$ cat src/hw/rtl/ppde_pkg.sv
// Shared constants, types and the arctangent table for the point pair
// distance and elevation block. No dependencies.
`default_nettype none

package ppde_pkg;

  localparam int COORD_W     = 16;
  localparam int DIFF_W      = COORD_W + 1;
  localparam int SQ_W        = 2 * DIFF_W;
  localparam int RAD_W       = 50;
  localparam int ROOT_W      = 25;
  localparam int SQRT_STEPS  = ROOT_W;
  localparam int ANGLE_ITERATIONS = 16;
  localparam int CV_W        = 28;
  localparam int ACC_W       = 25;
  localparam int DIST_W      = 18;
  localparam int ANG_W       = 16;
  localparam int DROOT_W     = 21;
  localparam int FRONT_STAGES = 4;
  localparam int PIPE_DEPTH  = FRONT_STAGES + SQRT_STEPS + ANGLE_ITERATIONS;
  localparam int IDX_W       = 5;

  localparam logic signed [ANG_W-1:0] ANGLE_LIMIT = 16'sd23040;
  // floor(r / 10) == (r * DIV10_MUL) >> DIV10_SHIFT for every r below 2^26.
  localparam logic [23:0] DIV10_MUL   = 24'd13421773;
  localparam int          DIV10_SHIFT = 27;

  typedef struct packed {
    logic signed [DIFF_W-1:0] dz;
    logic                     xy_zero;
  } side_t;

  function automatic logic signed [ACC_W-1:0] atan_q16(input logic [IDX_W-1:0] idx);
    logic signed [ACC_W-1:0] v;
    begin
      case (idx)
        5'd0:    v = 25'sd2949120;
        5'd1:    v = 25'sd1740967;
        5'd2:    v = 25'sd919879;
        5'd3:    v = 25'sd466945;
        5'd4:    v = 25'sd234379;
        5'd5:    v = 25'sd117304;
        5'd6:    v = 25'sd58666;
        5'd7:    v = 25'sd29335;
        5'd8:    v = 25'sd14668;
        5'd9:    v = 25'sd7334;
        5'd10:   v = 25'sd3667;
        5'd11:   v = 25'sd1833;
        5'd12:   v = 25'sd917;
        5'd13:   v = 25'sd458;
        5'd14:   v = 25'sd229;
        5'd15:   v = 25'sd115;
        5'd16:   v = 25'sd57;
        5'd17:   v = 25'sd29;
        5'd18:   v = 25'sd14;
        5'd19:   v = 25'sd7;
        5'd20:   v = 25'sd4;
        5'd21:   v = 25'sd2;
        5'd22:   v = 25'sd1;
        default: v = '0;
      endcase
      return v;
    end
  endfunction

endpackage

`default_nettype wire

$ cat src/hw/rtl/ppde_sqrt_cell.sv
// One digit step of the integer square root chain: tries one root bit
// against the running remainder. Depends on ppde_pkg.
`default_nettype none

module ppde_sqrt_cell (
  input  wire logic                          clk_i,
  input  wire logic                          en_i,
  input  wire logic [ppde_pkg::IDX_W-1:0]    bit_i,
  input  wire logic [ppde_pkg::RAD_W-1:0]    rem_i,
  input  wire logic [ppde_pkg::ROOT_W-1:0]   root_i,
  output logic      [ppde_pkg::RAD_W-1:0]    rem_o,
  output logic      [ppde_pkg::ROOT_W-1:0]   root_o
);
  import ppde_pkg::*;

  logic [RAD_W:0]   trial;
  logic             fits;
  logic [RAD_W-1:0] rem_d;
  logic [ROOT_W-1:0] root_d;

  // (r + 2^b)^2 - r^2 = r * 2^(b+1) + 2^(2b); the two terms share no bits.
  always_comb begin
    trial  = ((RAD_W + 1)'(root_i) << (bit_i + IDX_W'(1)))
           | ((RAD_W + 1)'(1) << {bit_i, 1'b0});
    fits   = {1'b0, rem_i} >= trial;
    rem_d  = fits ? rem_i - trial[RAD_W-1:0] : rem_i;
    root_d = fits ? root_i | (ROOT_W'(1) << bit_i) : root_i;
  end

  always_ff @(posedge clk_i) begin
    if (en_i) begin
      rem_o  <= rem_d;
      root_o <= root_d;
    end
  end

endmodule

`default_nettype wire

$ cat config.mk
export PLATFORM = sky130hd
export DESIGN_NAME = ppde_sqrt_cell
export DESIGN_NICKNAME = d
export VERILOG_FILES = /design/src/hw/rtl/ppde_pkg.sv /design/src/hw/rtl/ppde_sqrt_cell.sv
export SDC_FILE = /design/constraint.sdc
export NUM_CORES = 1
export LEC_CHECK = 0
export ABC_AREA = 1
export BUFFER_PORTS_ARGS = -buffer_cell sky130_fd_sc_hd__buf_2
export CORE_MARGIN = 3
export CORE_UTILIZATION = 30
export CTS_BUF_LIST = sky130_fd_sc_hd__clkbuf_2 sky130_fd_sc_hd__clkbuf_4 sky130_fd_sc_hd__clkbuf_8
export DETAILED_ROUTE_END_ITERATION = 10
export HOLD_SLACK_MARGIN = 0.03
export SLEW_MARGIN = 10
export SYNTH_ARGS = -nofsm -noshare
export SYNTH_HDL_FRONTEND = slang
export SYNTH_SLANG_ARGS = --single-unit
$ cat constraint.sdc
create_clock -name clk_i -period 5.4 [get_ports clk_i]
set_input_delay 1.62 -clock clk_i [delete_from_list [all_inputs] [get_ports clk_i]]
set_output_delay 1.62 -clock clk_i [all_outputs]
set_load 0.02 [all_outputs]
**Yosys cells after proc, flatten, opt, wreduce, memory -nomap -nowiden**

Index checks and enable logic that the tools add are counted.

- Bits in registers: 75
- Logic and storage cells: 12
- Input port bits: 82
- Output and inout port bits: 75

- Mux-type cells: 2
- $lt $le $gt $ge: 1
- Shift operators: 3
- Bitwise logic cells: 2
- Add/sub/neg operators: 2

Operators by type and width:

| cell | count |
|---|---|
| $ge 50x51->1 | 1 |
| $or 51x51->51 | 1 |
| $shl 1x6->51 const A | 1 |
| $shl 25x5->51 | 1 |
| $mux 50 | 1 |
| $sub 50x50->50 | 1 |
| $mux 25 | 1 |
| $or 25x25->25 | 1 |
| $shl 1x5->25 const A | 1 |
| $add 5x1->5 const B | 1 |

**Depth between registers and ports, before layout**

- Depth in word-level cells: 5
- Gate-level depth with buffers: 28

**Worst setup path after synthesis**

OpenSTA, ideal clock, no wires.

- Path type: input -> register
- Start: in bit_i[0] (netlist name)
- End: reg root_o[1] (netlist name), data pin
- Buffers on the path: 3
- Library setup time: 0.252 ns
- Setup slack: 0.389 ns
- Stages on the path: 22
- Data required time: 5.148 ns
- Arrival time: 4.758 ns
- Path through: inv_1 > ha_1 > inv_1 > buf_1 > mux2i_1 > mux2i_1 > o21ai_0 > nor2_1 > nor3_1 > ha_1 > nand2_1 > nand2_1 > a21oi_1 > nand2_1 > a21oi_1 > nand3_1 > nand3_2 > nand3_2 > buf_6 > buf_6 > nand2_1 > nand2_1

- Cells in the longest elaborated chain, start to end: 5
- Elaborated cells on any way between the ends: 8

Ends and longest elaborated chain:

| item | line | source |
|---|---|---|
| start, declared | ppde_sqrt_cell.sv:8 | `input wire logic [ppde_pkg::IDX_W-1:0] bit_i,` |
| $add 5x1->5 | ppde_sqrt_cell.sv:23 | `trial = ((RAD_W + 1)'(root_i) << (bit_i + IDX_W'(1)))` |
| $shl 25x5->51 | ppde_sqrt_cell.sv:23 |  |
| $or 51x51->51 | ppde_sqrt_cell.sv:24 | `\| ((RAD_W + 1)'(1) << {bit_i, 1'b0});` |
| $ge 50x51->1 | ppde_sqrt_cell.sv:25 | `fits = {1'b0, rem_i} >= trial;` |
| $mux 25 (*) | ppde_sqrt_cell.sv:27 | `root_d = fits ? root_i \| (ROOT_W'(1) << bit_i) : root_i;` |
| via root_d[1] | ppde_sqrt_cell.sv:19 | `logic [ROOT_W-1:0] root_d;` |
| end signal, assigned | ppde_sqrt_cell.sv:33 | `root_o <= root_d;` |
| end, declared | ppde_sqrt_cell.sv:12 | `output logic [ppde_pkg::ROOT_W-1:0] root_o` |

The timed path passes the listed nets; every way through them passes the cells marked *.
A chain may end at the register's enable or synchronous reset.

**Final worst setup path**

- Start: in bit_i[0] (netlist name)
- End: reg rem_o[7] (netlist name), data pin

- Cells in the longest elaborated chain, start to end: 5
- Elaborated cells on any way between the ends: 7

Ends and longest elaborated chain:

| item | line | source |
|---|---|---|
| $add 5x1->5 | ppde_sqrt_cell.sv:23 |  |
| $shl 25x5->51 | ppde_sqrt_cell.sv:23 |  |
| $or 51x51->51 (*) | ppde_sqrt_cell.sv:24 |  |
| $sub 50x50->50 or $ge 50x51->1 (tied branches) | ppde_sqrt_cell.sv:26, ppde_sqrt_cell.sv:25 |  |
| $mux 50 (*) | ppde_sqrt_cell.sv:26 | `rem_d = fits ? rem_i - trial[RAD_W-1:0] : rem_i;` |
| via rem_d[7] | ppde_sqrt_cell.sv:18 | `logic [RAD_W-1:0] rem_d;` |
| end signal, assigned | ppde_sqrt_cell.sv:32 | `rem_o <= rem_d;` |
| end, declared | ppde_sqrt_cell.sv:11 | `output logic [ppde_pkg::RAD_W-1:0] rem_o,` |

Marks and branches as above.

==> summary.md <==
| Metric | Value |
|---|---|
| Setup CP Type | in2reg |
| Initial DRC count | 1060 |
| Static leakage | 6.89 nW |
| Root buf cell | clkbuf_8 |
| Finished Cell Area | about 13000 µm² |
| Final Max Slew Viols | 0 |
| Post-DRT Antenna Nets | 0 |
| Die Area | 32300 µm² |
| Diode count | 0 |
| Most used cell, CP | nand2_1 |
| Mean routed wirelength per cell | 18.0 µm |
| Cells after Synth | ~1500 |
| CTS tree | yes |
| Synth top area share | 0.249 |
| Via count | about 12000 |
| Final Critical Period | between 5 and 6 ns |
| Syn Nets | 1628 |
| Critical Path RT | 5.55 ns |
| IR drop worst, VDD | 0.171 mV |
| CTS Hold Bufs | 0 |
| CP peak stage delay | ~0.30 ns |
| Die W | 180 µm |
| CTS Buf Count | 9 |
| P&R area growth vs syn | 46.9% |
| Critical path's top delay family | buffers and inverters |
| Final Hold Violating Endpoints | 0 |
| Share of layout cells above drive strength 1 | 0.293 |
| Hpwl dp | around 35 mm |
| Largest net degree at the start of global routing | 76 |
| Ranking of synthesized cells by area | edfxtp_1 (25%), nand2_1 (23%), ha_1 (7.6%) |
| IO Count | 157 |
| Mapped Avg Cell Area | 6.07 µm² |
| Hold Startpoint | root_i[16] |
| Crit start category | input port |
| Finished Layout Cells | between 2000 and 2500 |
| Hold Crit Endpoint | root_o[16] |
| Global Route Usage Sum | 0.247 |
| Port bufs | roughly 160 |
| Worst-path clk slew | about 0.090 ns |
| Synth async-reset ratio | 0 |
| Post-Syn Area | roughly 9000 µm² |
| Seq cells post-synth | 75 |
| Arrival @ worst endpoint | 5.46 ns |
| Number of max-cap violations | 0 |
| Post-synth top area cell | edfxtp_1 |
| Setup violators final | 0 |
| Buf/Inv on CP | 10 |
| Worst-Margin Slew | 1.02 ns |
| Clk buf depth | 2 |
| # clock sinks | 75 |
| TritonRoute pass-1 iters | 6 |
| Max-slew headroom | 0.320 |
| PwrDens | 279 nW/µm² |
| Drt total wl | 42.2 mm |
| Number of enable flip-flop cells after synthesis | 75 |
| Vias in the first global route | roughly 11000 |
| DP Cell Count | 2313 |
| Crit-path slowest cell | ha_1 |
| Post-layout util | 0.455 |
| Num rows | 62 |
| Hold depth | 3 |
| Core Region | 29200 µm² |
| Tot Pwr | 3.70 mW |
| RePlAce Congestion | between 1 and 1.5 |
| Worst hold-check path type | in2reg |
| Top_reg_cell synth | edfxtp_1 |
| Seq/Total Area, Yosys | 0.249 |
| Final setup TNS | 0 ns |
| GRT overflow | 0 |
| Starting Density | 0.310 |
| Synth Warn # | 0 |
| Peak Freq | 188 MHz |
| DP Area | 12600 µm² |
| Vias per Instance | 4.94 |
| Crit path max fanout | 24 |
| Nets@finish | 2096 |
| Final period util | 0.983 |
| Initial antenna violation count | 0 |
| First-pass GRT wire length | 61.8 mm |
| Die H | 180 µm |
| CP Capture Type | flip-flop |
| Post-synth cell types | 38 |
| Status | finished, final reports clean |
| Drt drc | 0 |
| H-tree depth | 3 |
==> worst max path at each step <==
| stage | startpoint | to | slack (ns) | cells after the start |
|---|---|---|---|---|
| floorplan | bit_i[0] | root_o[1] | 0.39 | 22 |
| global placement | bit_i[0] | rem_o[4] | -0.68 | 21 |
| detailed placement | bit_i[0] | rem_o[41] | -0.71 | 23 |
| CTS | bit_i[0] | rem_o[43] | 0.01 | 29 |
| global route | bit_i[0] | root_o[20] | -0.03 | 26 |
| finish | bit_i[0] | rem_o[7] | 0.09 | 29 |
==> where the power goes <==
group          internal [mW]  switching [mW]  total (mW)
sequential             0.781          0.0248       0.805
clock                  0.262           0.239       0.501
combinational           1.00            1.39        2.39
total                   2.04            1.66        3.70
==> logic make-up (layout without fill, tap and decap cells) <==
kind of cell             count (synthesis)  in the layout  synth area share
AO/OA/AOI/OAI                          224            224             0.135
XOR/XNOR                                34             34            0.0338
adder cells (fa/ha/maj)                 56             56            0.0783
buffers and inverters                  227            696             0.101
flip-flops                              75             75             0.249
multiplexers                            16             16            0.0177
AND/OR/NAND/NOR                        858            861             0.385
==> worst min-delay path: cells and delay by family <==
kind	cells	cell delay [ns]
buf+inv	2	0.12
simple gates	1	0.05
==> cell usage after synthesis (6+ instances only) <==
master	number
edfxtp_1	75
buf_2	12
xor2_1	23
ha_1	55
nand3_1	102
nor3_1	28
clkbuf_1	24
xnor2_1	10
buf_6	6
inv_1	175
a31oi_1	6
nor2_1	148
mux2i_1	16
nand2_1	546
nand4_1	23
a21oi_1	67
o21ai_0	112
o21bai_1	22
==> what timing repair did <==
item                       4_1_cts  5_1_grt
gates resized for setup         13       67
setup buffers                    1       11
setup endpoints to repair       75       75
gates cloned                     3        3
pin swaps                        4       11
==> per-stage QoR <==
stage | worst slack (ns) | hold slack, ns
final | 0.0892 | 1.51
after global routing | -0.0278 | 1.51
after CTS | 0.0147 | 1.49
after detailed placement | -0.707 | 1.91
after global placement | -0.683 | 1.91
after floorplan | 0.389 | 1.73
==> state kept, by name, indices dropped and copies added (netlist names) <==
register,count
rem_o,50
root_o,25
==> cell usage in the layout (no fill, tap or decap), drive strengths merged <==
| master | count |
|---|---|
| a21oi | 67 |
| o22ai | 4 |
| buf | 499 |
| inv | 178 |
| a31o | 1 |
| a21o | 4 |
| o211ai | 1 |
| ha | 55 |
| clkinvlp | 1 |
| nor3 | 28 |
| or2 | 4 |
| a211oi | 2 |
| mux2i | 16 |
| nand3b | 2 |
| edfxtp | 75 |
| nand3 | 104 |
| o21a | 3 |
| nand4 | 23 |
| a31oi | 6 |
| o21bai | 22 |
| fa | 1 |
| a21boi | 1 |
| xnor2 | 11 |
| clkinv | 4 |
| nand2 | 546 |
| xor2 | 23 |
| clkbuf | 12 |
| nor2 | 153 |
| nor4 | 1 |
| o21ai | 113 |
| bufinv | 2 |
==> layer usage <==
metal / vias to the layer above / track usage / part of all wire
li1: 5789 / - / -
met1: 5353 / 0.354 / 0.47
met2: 416 / 0.404 / 0.45
met3: 35 / 0.0253 / 0.063
met4: 0 / 0.0548 / 0.015
met5: - / 0 / 0
==> area by class of cell <==
class,count,area [µm²]
Clock buffer,10,131
Tap cell,384,480
Sequential cell,75,2250
Fill cell,3161,15900
Timing Repair inverter,1,7.51
Clock inverter,5,78.8
Inverter,179,672
Multi-Input combinational cell,1191,6120
Timing Repair Buffer,501,3540
Note: power is estimated with default switching activity, not from simulation.
