$ cat config.mk
export PLATFORM = sky130hd
export DESIGN_NAME = ppde_cordic_cell
export DESIGN_NICKNAME = d
export VERILOG_FILES = /design/src/hw/rtl/ppde_pkg.sv /design/src/hw/rtl/ppde_cordic_cell.sv
export SDC_FILE = /design/constraint.sdc
export NUM_CORES = 1
export LEC_CHECK = 0
export BUFFER_PORTS_ARGS = -buffer_cell sky130_fd_sc_hd__buf_2
export CAP_MARGIN = 20
export CORE_MARGIN = 1
export CORE_UTILIZATION = 45
export DETAILED_ROUTE_END_ITERATION = 10
export GPL_ROUTABILITY_DRIVEN = 0
export MAX_ROUTING_LAYER = met4
export PLACE_DENSITY = 0.74
export SYNTH_ARGS = -nofsm -noshare
export SYNTH_HDL_FRONTEND = slang
export SYNTH_SLANG_ARGS = --single-unit
$ cat constraint.sdc
create_clock -name clk_i -period 6.16 [get_ports clk_i]
set_clock_uncertainty 0.2 [all_clocks]
set_input_delay 0.308 -clock clk_i [delete_from_list [all_inputs] [get_ports clk_i]]
set_output_delay 0.308 -clock clk_i [all_outputs]
set_load 0.005 [all_outputs]
$ cat src/hw/rtl/ppde_pkg.sv
// Shared constants, types and the arctangent table for the point pair
// distance and elevation block. No dependencies.
`default_nettype none

package ppde_pkg;

  localparam int COORD_W     = 16;
  localparam int DIFF_W      = COORD_W + 1;
  localparam int SQ_W        = 2 * DIFF_W;
  localparam int RAD_W       = 50;
  localparam int ROOT_W      = 25;
  localparam int SQRT_STEPS  = ROOT_W;
  localparam int ANGLE_ITERATIONS = 16;
  localparam int CV_W        = 28;
  localparam int ACC_W       = 25;
  localparam int DIST_W      = 18;
  localparam int ANG_W       = 16;
  localparam int DROOT_W     = 21;
  localparam int FRONT_STAGES = 4;
  localparam int PIPE_DEPTH  = FRONT_STAGES + SQRT_STEPS + ANGLE_ITERATIONS;
  localparam int IDX_W       = 5;

  localparam logic signed [ANG_W-1:0] ANGLE_LIMIT = 16'sd23040;
  // floor(r / 10) == (r * DIV10_MUL) >> DIV10_SHIFT for every r below 2^26.
  localparam logic [23:0] DIV10_MUL   = 24'd13421773;
  localparam int          DIV10_SHIFT = 27;

  typedef struct packed {
    logic signed [DIFF_W-1:0] dz;
    logic                     xy_zero;
  } side_t;

  function automatic logic signed [ACC_W-1:0] atan_q16(input logic [IDX_W-1:0] idx);
    logic signed [ACC_W-1:0] v;
    begin
      case (idx)
        5'd0:    v = 25'sd2949120;
        5'd1:    v = 25'sd1740967;
        5'd2:    v = 25'sd919879;
        5'd3:    v = 25'sd466945;
        5'd4:    v = 25'sd234379;
        5'd5:    v = 25'sd117304;
        5'd6:    v = 25'sd58666;
        5'd7:    v = 25'sd29335;
        5'd8:    v = 25'sd14668;
        5'd9:    v = 25'sd7334;
        5'd10:   v = 25'sd3667;
        5'd11:   v = 25'sd1833;
        5'd12:   v = 25'sd917;
        5'd13:   v = 25'sd458;
        5'd14:   v = 25'sd229;
        5'd15:   v = 25'sd115;
        5'd16:   v = 25'sd57;
        5'd17:   v = 25'sd29;
        5'd18:   v = 25'sd14;
        5'd19:   v = 25'sd7;
        5'd20:   v = 25'sd4;
        5'd21:   v = 25'sd2;
        5'd22:   v = 25'sd1;
        default: v = '0;
      endcase
      return v;
    end
  endfunction

endpackage

`default_nettype wire

$ cat src/hw/rtl/ppde_cordic_cell.sv
// One vectoring CORDIC rotation with a fixed shift, registered.
// Depends on ppde_pkg for widths and the arctangent table.
`default_nettype none

module ppde_cordic_cell (
  input  wire logic                               clk_i,
  input  wire logic                               en_i,
  input  wire logic [ppde_pkg::IDX_W-1:0]         shift_i,
  input  wire logic signed [ppde_pkg::CV_W-1:0]   x_i,
  input  wire logic signed [ppde_pkg::CV_W-1:0]   y_i,
  input  wire logic signed [ppde_pkg::ACC_W-1:0]  acc_i,
  output logic      signed [ppde_pkg::CV_W-1:0]   x_o,
  output logic      signed [ppde_pkg::CV_W-1:0]   y_o,
  output logic      signed [ppde_pkg::ACC_W-1:0]  acc_o
);
  import ppde_pkg::*;

  logic signed [CV_W-1:0]  xs, ys, x_d, y_d;
  logic signed [ACC_W-1:0] acc_d;

  always_comb begin
    xs = x_i >>> shift_i;
    ys = y_i >>> shift_i;
    x_d = x_i;
    y_d = y_i;
    acc_d = acc_i;
    // A zero y leaves the vector alone.
    if (!y_i[CV_W-1] && (y_i != '0)) begin
      x_d   = x_i + ys;
      y_d   = y_i - xs;
      acc_d = acc_i + atan_q16(shift_i);
    end else if (y_i[CV_W-1]) begin
      x_d   = x_i - ys;
      y_d   = y_i + xs;
      acc_d = acc_i - atan_q16(shift_i);
    end
  end

  always_ff @(posedge clk_i) begin
    if (en_i) begin
      x_o   <= x_d;
      y_o   <= y_d;
      acc_o <= acc_d;
    end
  end

endmodule

`default_nettype wire

# After elaboration in Yosys (flattened, before gate mapping)
# Memories as Yosys holds them, arrays and structs flattened.
# Index checks and enable logic that the tools add are counted.
[word_totals] inputBits=88 mem_bits_ro=1408 out_inout_bits=81 memories=2 reg_bits=81 word_cells=25
[memory_table] name="(no name shown)" words=32 width=22 rd=1 rd_clocked_by_memory_dff=0 write_ports=0 line="ppde_pkg.sv:36" text="case (idx)"
[memory_table] name="(no name shown)" words=32 width=22 rd=1 rd_clocked_by_memory_dff=0 write_ports=0 line="ppde_pkg.sv:36"
[op_classes] n_reduce_logical=3 muxes=9 addsub=6 n_shift=2
[ops] cell="two-way mux 25 bit" n=5
[ops] cell="two-way mux 28 bit" n=4
[ops] cell="adder 28 bit" n=2
[ops] cell=">>> shifter 28 x 5 -> 28 bit" n=2
[ops] cell="subtractor 28 bit" n=2
[ops] cell="nonzero test 28 bit" n=1
[ops] cell="adder 25 bit" n=1
[ops] cell="subtractor 25 bit" n=1
[ops] cell="logical AND 1 bit" n=1
[ops] cell="logical NOT 1 bit" n=1

# Logic depth before layout (Yosys ltp)
# Gate-level depths: netlist of the first run.
[logic_depth] ltp_word=6 depth_mapped=22 mapped_depth_nobuf=19

# Least setup slack after synthesis of the first run
# OpenSTA, ideal clock, no wires.
[synth_path] path_type="input to register" start="in shift_i[1] (netlist name)" end="reg y_o[26] (netlist name) (data pin)" path_slack_ns=1.517 path_stages=21 required_ns=5.689 n_path_buf=3 arrival_ns=4.171 setup_time_ns=0.271 path_cell_list="clkbuf_1 -> buf_2 -> buf_1 -> a211oi_1 -> a21oi_1 -> nand2_1 -> nand2_1 -> a21oi_1 -> mux2i_1 -> ha_1 -> inv_1 -> fa_1 -> a211oi_1 -> o21bai_1 -> o22a_1 -> a211oi_1 -> nor2_1 -> a221o_1 -> o31ai_1 -> xor2_1 -> o22ai_1"
[synth_between] elab_chain_len=4 word_cells_on_any_way=5 classes_between="add/sub (2); shift (1); mux (2)"
[synth_lines] element="start: declaration" line="ppde_cordic_cell.sv:8" text="input wire logic [ppde_pkg::IDX_W-1:0] shift_i,"
[synth_lines] element=">>> shifter 28 x 5 -> 28 bit *" line="ppde_cordic_cell.sv:22" text="xs = x_i >>> shift_i;"
[synth_lines] element="adder 28 bit" line="ppde_cordic_cell.sv:34" text="y_d = y_i + xs;"
[synth_lines] element="two-way mux 28 bit" line="ppde_cordic_cell.sv:32" text="end else if (y_i[CV_W-1]) begin"
[synth_lines] element="two-way mux 28 bit *" line="ppde_cordic_cell.sv:28" text="if (!y_i[CV_W-1] && (y_i != '0)) begin"
[synth_lines] element="named net y_d[26]" line="ppde_cordic_cell.sv:18" text="logic signed [CV_W-1:0] xs, ys, x_d, y_d;"
[synth_lines] element="end signal: assignment" line="ppde_cordic_cell.sv:42" text="y_o <= y_d;"
[synth_lines] element="end: declaration" line="ppde_cordic_cell.sv:13" text="output logic signed [ppde_pkg::CV_W-1:0] y_o,"
# Mark *: on every way through the listed nets, which the timed path passes. The rest lies on a longest branch.
# A chain may end at the register's enable or synchronous reset.

# Worst setup path after layout of the first run
[layout_path] start="in shift_i[0] (netlist name)" end="reg y_o[24] (netlist name) (data pin)"
# Same word-level chain as after synthesis.

==> results of run 1 <==
worst max-delay path by stage:
stage,start,to,cells after the start
6_report,shift_i[0],y_o[24],16
5_1_grt,shift_i[0],x_o[27],18
4_1_cts,shift_i[0],y_o[24],16
3_5_place_dp,shift_i[0],y_o[26],16
3_3_place_gp,shift_i[0],y_o[24],16
2_1_floorplan,shift_i[1],y_o[26],21
synth_stat cells, drive strengths merged (14+ instances only):
cell type	count	area [µm²]
nand3	26	130.1
inv	146	548.0
o211ai	18	140.1
mux2i	50	500.5
nor4	16	121.4
o21bai	26	195.2
a211oi	19	147.6
buf	36	166.4
o21ai	143	715.7
o22ai	24	150.1
a22oi	23	172.7
xnor2	80	700.7
a31oi	21	146.4
ha	170	2127
nor2	166	625.6
nor2b	28	175.2
mux4	32	720.7
nor3	38	195.2
clkbuf	99	372.9
nand2	206	773.2
edfxtp	81	2432
xor2	39	341.6
o221ai	14	122.6
o31ai	19	152.6
a21o	32	240.2
a21oi	176	884.6
o21a	43	322.8
nand2b	27	168.9
layout make-up:
cell class	count	share of cell area [%]
Clock buffer	9	1.371
Clock inverter	7	0.6626
Tap cell	442	3.366
Antenna cell	2	0.03046
Multi-Input combinational cell	1608	70.18
Sequential cell	81	14.81
Timing Repair Buffer	187	6.154
Inverter	150	3.427
routing by layer:
| metal | vias up | routed length [µm] |
|---|---|---|
| met5 | - | 0 |
| met4 | 0 | 1974 |
| met3 | 131 | 3789 |
| met2 | 762 | 21700 |
| met1 | 7240 | 20330 |
| li1 | 7252 | - |
report_power, final:
part / total (µW) / internal, µW / switching [µW]
Combinational: 1860 / 758 / 1100
Clock: 653 / 392 / 260
Sequential: 776 / 747 / 29.0
Total: 3280 / 1900 / 1390
metrics by stage:
stage	power, µW	util (%)	instances
after floorplan	2105	-	1974
after global placement	2571	49.20	2468
after detailed placement	2599	49.20	2468
after CTS	3268	50.22	2484
after global routing	3506	50.23	2485
final	3285	50.24	2486
kinds of logic (layout without fill, tap and decap cells):
family	after synthesis	after routing	synth area share (%)
compound gates	646	646	28.08
simple gates	573	573	17.54
buf+inv	285	353	7.328
fa+ha+maj	176	176	14.94
xor+xnor	119	119	6.928
mux	94	94	9.016
flops	81	81	16.17
other cells	0	2	0
state kept, by name (all words and copies together) (netlist names):
| signal | cells |
|---|---|
| x_o | 28 |
| y_o | 28 |
| acc_o | 25 |
==> reports/metrics.json, run 1 <==
{
  "tritoncts_num_sinks": {"value": 81},
  "place_hpwl": {"value": 36460, "unit": "µm"},
  "timing.critical_path.required": {"value": 6.05, "unit": "ns"},
  "max-cap-violations": {"value": 0},
  "cts.reportedPaths.clkPinSlew": {"value": 0.07, "unit": "ns"},
  "die_w": {"value": 184.8, "unit": "µm"},
  "globalRoute.busiestLayer": {"value": "met2"},
  "slew-limit-headroom": {"value": 35.54, "unit": "%"},
  "cts_buffers": {"value": 9},
  "wl_per_cell": {"value": 19.22, "unit": "µm"},
  "finalCritPeriodShare": {"value": 82.21, "unit": "%"},
  "rsz0062_at_grt": {"value": "false"},
  "timing.critical_path.from_type": {"value": "input pin"},
  "synth-edff-count": {"value": 81},
  "fin_worst_hold_slack": {"value": 0.03603, "unit": "ns"},
  "fin_area": {"value": 16430, "unit": "µm²"},
  "post-cts-setup-buffers": {"value": 0},
  "die_height": {"value": 184.8, "unit": "µm"},
  "groute.layer.met3.usage": {"value": 4.227, "unit": "%"},
  "hold_path.class": {"value": "input pin to flip-flop"},
  "timing.critical_path.max_delay_family": {"value": "compound AO/OA/AOI/OAI gates"},
  "max-vdd-ir-drop": {"value": 0.0001596, "unit": "V"},
  "multi_input_comb_area": {"value": 11530, "unit": "µm²"},
  "post_synth_inst_count": {"value": 1974},
  "finalSetupViolCount": {"value": 0},
  "criticalPathCategory": {"value": "input pin to flip-flop"},
  "post_cts_gate_resize_count": {"value": 0},
  "layout-drive-gt1-share": {"value": 13.66, "unit": "%"},
  "route.antenna.remaining_nets": {"value": 0},
  "fmax": {"value": 197.5, "unit": "MHz"},
  "dr_total_vias": {"value": 15390},
  "route.detailed.vias_per_inst": {"value": 6.189},
  "wire_length_of_the_first_global_routing_pass": {"value": 74590, "unit": "µm"},
  "dpl_worst_slack": {"value": 0.8400, "unit": "ns"},
  "critical_path_buf_inv_count": {"value": 3},
  "port_buffers": {"value": 168},
  "syn-cell-area": {"value": 15040, "unit": "µm²"},
  "ys.flop_type": {"value": "sky130_fd_sc_hd__edfxtp_1"},
  "cts-hold-fix-buffers": {"value": 0},
  "yosysSeqAreaShare": {"value": 16.17, "unit": "%"},
  "drcViolationCount": {"value": 0},
  "netlist-cell-type-count": {"value": 86},
  "detailedRoute.firstPassIterationCount": {"value": 6},
  "max_clock_buf_depth": {"value": 2},
  "groute.usage.overall": {"value": 28.48, "unit": "%"},
  "worst_path_cell_trace": {"value": "buf_2 > buf_12 > mux2_2 > o21ai_0 > o21ai_0 > o21ai_0 > mux2_2 > inv_1 > ha_1 > or4_1 > o2111ai_1 > nand2_1 > a311oi_1 > o21ai_0 > xor2_1 > o22ai_1"},
  "syn_avg_cell_area": {"value": 7.621, "unit": "µm²"},
  "final-seq-area": {"value": 2432, "unit": "µm²"},
  "wl": {"value": 47790, "unit": "µm"},
  "finalWorstSetupSlack": {"value": 1.096, "unit": "ns"},
  "setup-tns-final": {"value": 0, "unit": "ns"},
  "die_area": {"value": 34160, "unit": "µm²"},
  "layout-area-overhead-vs-synth": {"value": 9.208, "unit": "%"},
  "worst_ep_arrival_time": {"value": 4.95, "unit": "ns"},
  "pin_count_of_the_biggest_net_entering_global_routing": {"value": 89},
  "run_status": {"value": "completed"},
  "design.core.area": {"value": 32700, "unit": "µm²"},
  "number_of_warnings_reported_in_the_yosys_synthesis_log": {"value": 0},
  "min_delay_worst_endpoint": {"value": "acc_o[24]"},
  "drt_first_iter_violations": {"value": 1447},
  "number_of_storage_elements_in_the_synthesis_netlist": {"value": 81},
  "most-common-layout-cells": {"value": "sky130_fd_sc_hd__nand2_1 (206), sky130_fd_sc_hd__a21oi_1 (175), sky130_fd_sc_hd__ha_1 (170)"},
  "dpl-instance-area": {"value": 16090, "unit": "µm²"},
  "gr-usage-met2": {"value": 44.56, "unit": "%"},
  "initial_utilization": {"value": 46.00, "unit": "%"},
  "max_stage_delay": {"value": 0.67, "unit": "ns"},
  "critical_path_s_most_frequent_cell": {"value": "sky130_fd_sc_hd__o21ai_0"},
  "maxSlewViolCount": {"value": 0},
  "grtUsageMet1": {"value": 36.16, "unit": "%"},
  "cpMaxStageDelayCell": {"value": "sky130_fd_sc_hd__a311oi_1"},
  "antenna_violations_before_repair": {"value": 1},
  "final-hold-violation-count": {"value": 0},
  "number_of_global_route_vias_before_repair": {"value": 14180},
  "power-per-cell-area": {"value": 199.9, "unit": "nW/µm²"},
  "syn-num-nets": {"value": 2238},
  "final_common_cell": {"value": "sky130_fd_sc_hd__nand2_1"},
  "htree_levels": {"value": 3},
  "std_cell_rows": {"value": 66},
  "timing.hold.worst_path_depth": {"value": 2},
  "boundaryPins": {"value": 169},
  "worst-slew-pin-transition": {"value": 0.9659, "unit": "ns"},
  "grt.overflow.total": {"value": 0},
  "min_from": {"value": "acc_i[24]"},
  "period_needed": {"value": 5.064, "unit": "ns"},
  "path_max_fanout": {"value": 28},
  "tritoncts": {"value": "built"},
  "postSynth.asyncResetShare": {"value": 0, "unit": "%"},
  "power_leakage": {"value": 0.007135, "unit": "µW"},
  "critical_path.endpoint_type": {"value": "flip-flop"},
  "cts_root_buf": {"value": "sky130_fd_sc_hd__clkbuf_16"},
  "n_fill_cell": {"value": 3208},
  "num-nets-final": {"value": 2301}
}
Note: power is estimated with default switching activity, not from simulation.
==> inputs of run 2 (changes only) <==
Settings changed: PLACE_DENSITY 0.74 to 0.76.
Clock period 6.16 ns to 4.55 ns, I/O delays scaled along.
==> reports/metrics.json, run 2 (synthesis gave the netlist of run 1 again) <==
{
  "period_needed": {"value": 4.333, "unit": "ns"},
  "wl": {"value": 49780, "unit": "µm", "change": "was 47790 µm"},
  "drcViolationCount": {"value": 0, "change": "unchanged"},
  "drt_first_iter_violations": {"value": 1643, "change": "was 1447"},
  "cpMaxStageDelayCell": {"value": "sky130_fd_sc_hd__mux4_2", "change": "was sky130_fd_sc_hd__a311oi_1"},
  "number_of_global_route_vias_before_repair": {"value": 15220, "change": "was 14180"},
  "place_hpwl": {"value": 38620, "unit": "µm", "change": "was 36460 µm"},
  "power-per-cell-area": {"value": 263.8, "unit": "nW/µm²", "change": "was 199.9 nW/µm²"},
  "max_stage_delay": {"value": 0.54, "unit": "ns", "change": "was 0.67 ns"},
  "std_cell_rows": {"value": 66, "change": "unchanged"},
  "dpl-instance-area": {"value": 17380, "unit": "µm²", "change": "was 16090 µm²"},
  "slew-limit-headroom": {"value": 32.85, "unit": "%", "change": "was 35.54%"},
  "timing.critical_path.max_delay_family": {"value": "compound AO/OA/AOI/OAI gates", "change": "unchanged"},
  "fin_area": {"value": 17780, "unit": "µm²", "change": "was 16430 µm²"},
  "detailedRoute.firstPassIterationCount": {"value": 7, "change": "was 6"},
  "worst_path_cell_trace": {"value": "buf_2 > buf_12 > buf_4 > mux4_2 > mux2i_1 > nand2_1 > nand2_1 > nand2_1 > o21ai_0 > ha_1 > buf_4 > inv_1 > a21oi_1 > o31ai_1 > o21ai_1 > a41oi_2 > buf_4 > a311oi_1 > o21bai_1 > a21o_1 > a21oi_1", "change": "was buf_2 > buf_12 > mux2_2 > o21ai_0 > o21ai_0 > o21ai_0 > mux2_2 > inv_1 > ha_1 > or4_1 > o2111ai_1 > nand2_1 > a311oi_1 > o21ai_0 > xor2_1 > o22ai_1"},
  "dr_total_vias": {"value": 16250, "change": "was 15390"},
  "maxSlewViolCount": {"value": 0, "change": "unchanged"},
  "max-vdd-ir-drop": {"value": 0.0002198, "unit": "V", "change": "was 0.0001596 V"},
  "grt.overflow.total": {"value": 0, "change": "unchanged"},
  "run_status": {"value": "completed", "change": "unchanged"},
  "pin_count_of_the_biggest_net_entering_global_routing": {"value": 72, "change": "was 89"},
  "final_common_cell": {"value": "sky130_fd_sc_hd__nand2_1", "change": "unchanged"},
  "cts_root_buf": {"value": "sky130_fd_sc_hd__clkbuf_16", "change": "unchanged"},
  "htree_levels": {"value": 3, "change": "unchanged"},
  "rsz0062_at_grt": {"value": "false", "change": "unchanged"},
  "antenna_violations_before_repair": {"value": 6, "change": "was 1"},
  "timing.critical_path.from_type": {"value": "input pin", "change": "unchanged"},
  "worst_ep_arrival_time": {"value": 4.26, "unit": "ns", "change": "was 4.95 ns"},
  "layout-area-overhead-vs-synth": {"value": 18.21, "unit": "%", "change": "was 9.208%"},
  "power.total": {"value": 4690, "unit": "µW", "change": "was 3285 µW"},
  "cts.reportedPaths.clkPinSlew": {"value": 0.07, "unit": "ns", "change": "about the same"},
  "port_buffers": {"value": 168, "change": "unchanged"},
  "wl_per_cell": {"value": 18.73, "unit": "µm", "change": "was 19.22 µm"},
  "endpoint_of_the_worst_setup_timing_path": {"value": "x_o[27]", "change": "was y_o[24]"},
  "hold_path.class": {"value": "input pin to flip-flop", "change": "unchanged"},
  "max_clock_buf_depth": {"value": 2, "change": "unchanged"},
  "final-hold-violation-count": {"value": 0, "change": "unchanged"},
  "postLayoutCoreUtil": {"value": 54.38, "unit": "%", "change": "was 50.24%"},
  "path_max_fanout": {"value": 17, "change": "was 28"},
  "route.antenna.remaining_nets": {"value": 0, "change": "unchanged"},
  "most-common-layout-cells": {"value": "sky130_fd_sc_hd__nand2_1 (206), sky130_fd_sc_hd__a21oi_1 (175), sky130_fd_sc_hd__buf_4 (173)", "change": "was sky130_fd_sc_hd__nand2_1 (206), sky130_fd_sc_hd__a21oi_1 (175), sky130_fd_sc_hd__ha_1 (170)"},
  "timing.hold.worst_path_depth": {"value": 2, "change": "unchanged"},
  "finalCritPeriodShare": {"value": 95.24, "unit": "%"},
  "place.detailed.instances": {"value": 2629, "change": "was 2468"},
  "finalNonFillerCells": {"value": 2657, "change": "was 2486"},
  "die_w": {"value": 184.8, "unit": "µm", "change": "unchanged"},
  "crit_cells": {"value": 21, "change": "was 16"},
  "critical_path_buf_inv_count": {"value": 6, "change": "was 3"},
  "critical_path.endpoint_type": {"value": "flip-flop", "change": "unchanged"},
  "fmax": {"value": 230.8, "unit": "MHz"},
  "route.detailed.vias_per_inst": {"value": 6.115, "change": "was 6.189"},
  "die_height": {"value": 184.8, "unit": "µm", "change": "unchanged"},
  "initial_utilization": {"value": 46.00, "unit": "%", "change": "unchanged"},
  "reg.largest.list": {"value": "x_o (28), y_o (28), acc_o (25)", "change": "unchanged"},
  "finalSetupViolCount": {"value": 0, "change": "unchanged"},
  "criticalPathCategory": {"value": "input pin to flip-flop", "change": "unchanged"},
  "crit_start": {"value": "shift_i[0]", "change": "unchanged"},
  "layout-drive-gt1-share": {"value": 20.02, "unit": "%", "change": "was 13.66%"},
  "tritoncts_num_sinks": {"value": 81, "change": "unchanged"},
  "design.core.area": {"value": 32700, "unit": "µm²", "change": "unchanged"},
  "num-nets-final": {"value": 2467, "change": "was 2301"},
  "max-cap-violations": {"value": 0, "change": "unchanged"},
  "groute.usage.overall": {"value": 29.41, "unit": "%", "change": "was 28.48%"},
  "timing.critical_path.required": {"value": 4.48, "unit": "ns", "change": "was 6.05 ns"},
  "tritoncts": {"value": "built", "change": "unchanged"},
  "wire_length_of_the_first_global_routing_pass": {"value": 77510, "unit": "µm", "change": "was 74590 µm"},
  "boundaryPins": {"value": 169, "change": "unchanged"},
  "cts_buffers": {"value": 9, "change": "unchanged"},
  "die_area": {"value": 34160, "unit": "µm²", "change": "unchanged"},
  "n_fill_cell": {"value": 3048, "change": "was 3208"},
  "power_leakage": {"value": 0.007945, "unit": "µW", "change": "was 0.007135 µW"},
  "worst-slew-pin-transition": {"value": 1.005, "unit": "ns", "change": "was 0.9659 ns"}
}
-- run 2: final cells by class --
class	count	area (µm²)	area share (%)
Antenna cell	7	17.52	0.09851
Clock inverter	4	67.56	0.3800
Multi-Input combinational cell	1608	11570	65.05
Tap cell	442	553.0	3.110
Sequential cell	81	2432	13.68
Clock buffer	12	236.5	1.330
Timing Repair Buffer	353	2345	13.19
Inverter	150	563.0	3.166
-- run 2: power by group --
part / switching, µW / internal [µW]
clock: 344 / 479
combinational: 1570 / 1250
sequential: 36.3 / 1010
-- run 2: per-layer routing --
layer	routed length (µm)	global-route usage [%]	vias up	part of all wire (%)
met5	0	-	-	0
met4	1772	12.56	0	3.6
met3	4563	4.483	165	9.2
met2	22750	47.41	917	46
met1	20700	36.49	7567	42
li1	-	-	7599	-
-- run 2: how the worst min path moves through the flow --
stage                          from   endpoint
after floorplan                en_i   acc_o[0]
after global placement    acc_i[24]  acc_o[24]
after detailed placement  acc_i[24]  acc_o[24]
after CTS                  acc_i[8]   acc_o[8]
after global routing       acc_i[8]   acc_o[8]
final                      acc_i[8]   acc_o[8]
-- run 2: through the flow --
step	TNS (ns)	setup slack, ns	hold slack (ns)
floorplan	0	0.01963	0.1400
global placement	-1.960	-0.2679	0.3226
detailed placement	-2.241	-0.2992	0.3331
CTS	0	0.06541	0.001842
global route	0	0.0002665	0.008680
finish	0	0.2167	0.008840
-- run 2: timing repair --
action | CTS | global route
hold buffers | 5 | 0
buffers inserted | 0 | 0
resized for setup | 0 | 12
hold endpoints to repair | 5 | 0
setup endpoints to repair | 0 | 18
==> inputs of run 3 (changes only) <==
==> constraint.sdc (replaced) <==
create_clock -name clk_i -period 4.55 [get_ports clk_i]
set_clock_uncertainty 0.2 [all_clocks]
set_input_delay 0.6825 -clock clk_i [delete_from_list [all_inputs] [get_ports clk_i]]
set_output_delay 0.6825 -clock clk_i [all_outputs]
set_load 0.005 [all_outputs]
==> reports/metrics.json, run 3 (synthesis gave the netlist of run 1 again) <==
{
  "antenna_violations_before_repair": {"value": 1, "change": "was 6"},
  "wl": {"value": 58710, "unit": "µm", "change": "was 49780 µm"},
  "die_height": {"value": 184.8, "unit": "µm", "change": "unchanged"},
  "cts.reportedPaths.clkPinSlew": {"value": 0.07, "unit": "ns", "change": "about the same"},
  "route.antenna.remaining_nets": {"value": 0, "change": "unchanged"},
  "number_of_global_route_vias_before_repair": {"value": 16990, "change": "was 15220"},
  "final-hold-violation-count": {"value": 0, "change": "unchanged"},
  "timing.hold.worst_path_depth": {"value": 2, "change": "unchanged"},
  "layout-area-overhead-vs-synth": {"value": 38.71, "unit": "%", "change": "was 18.21%"},
  "cts_buffers": {"value": 9, "change": "unchanged"},
  "timing.critical_path.required": {"value": 4.45, "unit": "ns", "change": "was 4.48 ns"},
  "finalSetupViolCount": {"value": 22, "change": "was 0"},
  "reg.largest.list": {"value": "x_o (28), y_o (28), acc_o (25)", "change": "unchanged"},
  "layout-drive-gt1-share": {"value": 34.84, "unit": "%", "change": "was 20.02%"},
  "max-vdd-ir-drop": {"value": 0.0002213, "unit": "V", "change": "was 0.0002198 V"},
  "design.core.area": {"value": 32700, "unit": "µm²", "change": "unchanged"},
  "cts_root_buf": {"value": "sky130_fd_sc_hd__clkbuf_16", "change": "unchanged"},
  "num-nets-final": {"value": 2760, "change": "was 2467"},
  "tritoncts": {"value": "built", "change": "unchanged"},
  "worst-slew-pin-transition": {"value": 0.7216, "unit": "ns", "change": "was 1.005 ns"},
  "wire_length_of_the_first_global_routing_pass": {"value": 85310, "unit": "µm", "change": "was 77510 µm"},
  "place_hpwl": {"value": 42410, "unit": "µm", "change": "was 38620 µm"},
  "power_leakage": {"value": 0.009527, "unit": "µW", "change": "was 0.007945 µW"},
  "std_cell_rows": {"value": 66, "change": "unchanged"},
  "drcViolationCount": {"value": 0, "change": "unchanged"},
  "finalWorstSetupSlack": {"value": -0.1486, "unit": "ns", "change": "was 0.2167 ns"},
  "wl_per_cell": {"value": 19.95, "unit": "µm", "change": "was 18.73 µm"},
  "drt_first_iter_violations": {"value": 2340, "change": "was 1643"},
  "route.detailed.vias_per_inst": {"value": 6.223, "change": "was 6.115"},
  "dr_total_vias": {"value": 18320, "change": "was 16250"},
  "criticalPathCategory": {"value": "input pin to flip-flop", "change": "unchanged"},
  "dpl_worst_slack": {"value": -0.5528, "unit": "ns", "change": "was -0.2992 ns"},
  "die_area": {"value": 34160, "unit": "µm²", "change": "unchanged"},
  "grt.overflow.total": {"value": 0, "change": "unchanged"},
  "max-cap-violations": {"value": 0, "change": "unchanged"},
  "final_common_cell": {"value": "sky130_fd_sc_hd__buf_4", "change": "was sky130_fd_sc_hd__nand2_1"},
  "max_clock_buf_depth": {"value": 2, "change": "unchanged"},
  "port_buffers": {"value": 168, "change": "unchanged"},
  "finalCritPeriodShare": {"value": 103.3, "unit": "%", "change": "was 95.24%"},
  "rsz0062_at_grt": {"value": "true", "change": "was false"},
  "path_max_fanout": {"value": 15, "change": "was 17"},
  "timing.critical_path.from_type": {"value": "input pin", "change": "unchanged"},
  "period_needed": {"value": 4.699, "unit": "ns", "change": "was 4.333 ns"},
  "power-per-cell-area": {"value": 259.9, "unit": "nW/µm²", "change": "was 263.8 nW/µm²"},
  "most-common-layout-cells": {"value": "sky130_fd_sc_hd__buf_4 (456), sky130_fd_sc_hd__nand2_1 (198), sky130_fd_sc_hd__buf_2 (165)", "change": "was sky130_fd_sc_hd__nand2_1 (206), sky130_fd_sc_hd__a21oi_1 (175), sky130_fd_sc_hd__buf_4 (173)"},
  "hold_path.class": {"value": "input pin to flip-flop", "change": "unchanged"},
  "cts-hold-fix-buffers": {"value": 0, "change": "was 5"},
  "pin_count_of_the_biggest_net_entering_global_routing": {"value": 82, "change": "was 72"},
  "worst_ep_arrival_time": {"value": 4.60, "unit": "ns", "change": "was 4.26 ns"},
  "die_w": {"value": 184.8, "unit": "µm", "change": "unchanged"},
  "tritoncts_num_sinks": {"value": 81, "change": "unchanged"},
  "maxSlewViolCount": {"value": 0, "change": "unchanged"},
  "initial_utilization": {"value": 46.00, "unit": "%", "change": "unchanged"},
  "slew-limit-headroom": {"value": 51.84, "unit": "%", "change": "was 32.85%"},
  "fmax": {"value": 212.8, "unit": "MHz", "change": "was 230.8 MHz"},
  "run_status": {"value": "finished with violations", "change": "was completed"},
  "failed_checks": {"value": "negative setup slack"},
  "groute.usage.overall": {"value": 32.42, "unit": "%", "change": "was 29.41%"},
  "setup-tns-final": {"value": -1.607, "unit": "ns", "change": "was 0 ns"},
  "boundaryPins": {"value": 169, "change": "unchanged"},
  "critical_path.endpoint_type": {"value": "flip-flop", "change": "unchanged"},
  "htree_levels": {"value": 3, "change": "unchanged"},
  "detailedRoute.firstPassIterationCount": {"value": 7, "change": "unchanged"}
}
-- run 3: cell count changes in the layout (fill, tap and decap cells not counted), moves of 9 or more --
cell and delta:
sky130_fd_sc_hd__buf_4 +283, sky130_fd_sc_hd__buf_6 +9, sky130_fd_sc_hd__mux2i_2 +11, sky130_fd_sc_hd__o21ai_0 -27, sky130_fd_sc_hd__ha_1 -11, sky130_fd_sc_hd__o21ai_2 +11
sky130_fd_sc_hd__a21oi_2 +23, sky130_fd_sc_hd__o21ai_1 +15, sky130_fd_sc_hd__a21oi_1 -24, sky130_fd_sc_hd__mux2i_1 -15
-- run 3: where the power goes --
part / leakage (µW) / switching, µW / internal, µW / total [µW]
combinational: 0.00858 / 1850 / 1650 / 3510
sequential: 0.000790 / 35.7 / 1010 / 1050
clock: 0.000157 / 336 / 534 / 870
total: 0.00953 / 2220 / 3200 / 5420
-- run 3: repair_timing --
item,4_1_cts,5_1_grt
buffers inserted,15,29
resized for setup,38,172
pin swaps,21,77
endpoints found under the setup margin,30,46
cloned,0,1
endpoints found under the hold margin,0,0
-- run 3: stage by stage --
stage               power (µW)  area (µm²)  utilization, %  cells  hold slack, ns
floorplan                 2860       15120               -   1974          0.5950
global placement          4045       19280           58.95   2880          0.7816
detailed placement        4124       19290           58.99   2881          0.7783
CTS                       5074       19870           60.77   2911          0.3905
global route              5725       20870           63.81   2943          0.3992
finish                    5424       20870           63.81   2943          0.3945
-- run 3: worst paths after layout --
| check | endpoint | slack [ns] | startpoint |
|---|---|---|---|
| setup / recovery | y_o[26] | -0.15 | shift_i[0] |
| hold / removal | acc_o[24] | 0.39 | acc_i[24] |
-- run 3: critical path, cell delays in order --
cell and delay (ns):
sky130_fd_sc_hd__buf_12 0.11, sky130_fd_sc_hd__buf_16 0.16, sky130_fd_sc_hd__buf_4 0.13, sky130_fd_sc_hd__mux4_2 0.52
sky130_fd_sc_hd__nand2_1 0.09, sky130_fd_sc_hd__o21ai_0 0.13, sky130_fd_sc_hd__a21oi_1 0.48, sky130_fd_sc_hd__mux2_2 0.28
sky130_fd_sc_hd__ha_1 0.25, sky130_fd_sc_hd__o21a_1 0.19, sky130_fd_sc_hd__o21a_1 0.17, sky130_fd_sc_hd__o22a_1 0.24
sky130_fd_sc_hd__a211oi_2 0.25, sky130_fd_sc_hd__nor2_2 0.08, sky130_fd_sc_hd__a221o_1 0.33, sky130_fd_sc_hd__o31ai_2 0.21
sky130_fd_sc_hd__xor2_1 0.18, sky130_fd_sc_hd__o22ai_1 0.11
-- run 3: layout make-up --
cell class / instances / area (µm²)
timing repair buffer: 646 / 4658
multi-input combinational: 1608 / 12330
antenna: 1 / 2.502
fill: 2594 / 11840
clock buffer: 12 / 236.5
tap: 442 / 553.0
sequential: 81 / 2432
clock inverter: 3 / 90.09
inverter: 150 / 564.3
-- run 3: layer usage --
| layer | up-vias | GRT usage (%) | wire (µm) |
|---|---|---|---|
| li1 | 8170 | - | - |
| met1 | 8475 | 37.98 | 21670 |
| met2 | 1304 | 52.36 | 27010 |
| met3 | 366 | 5.840 | 6327 |
| met4 | 0 | 18.21 | 3693 |
| met5 | - | - | 0 |
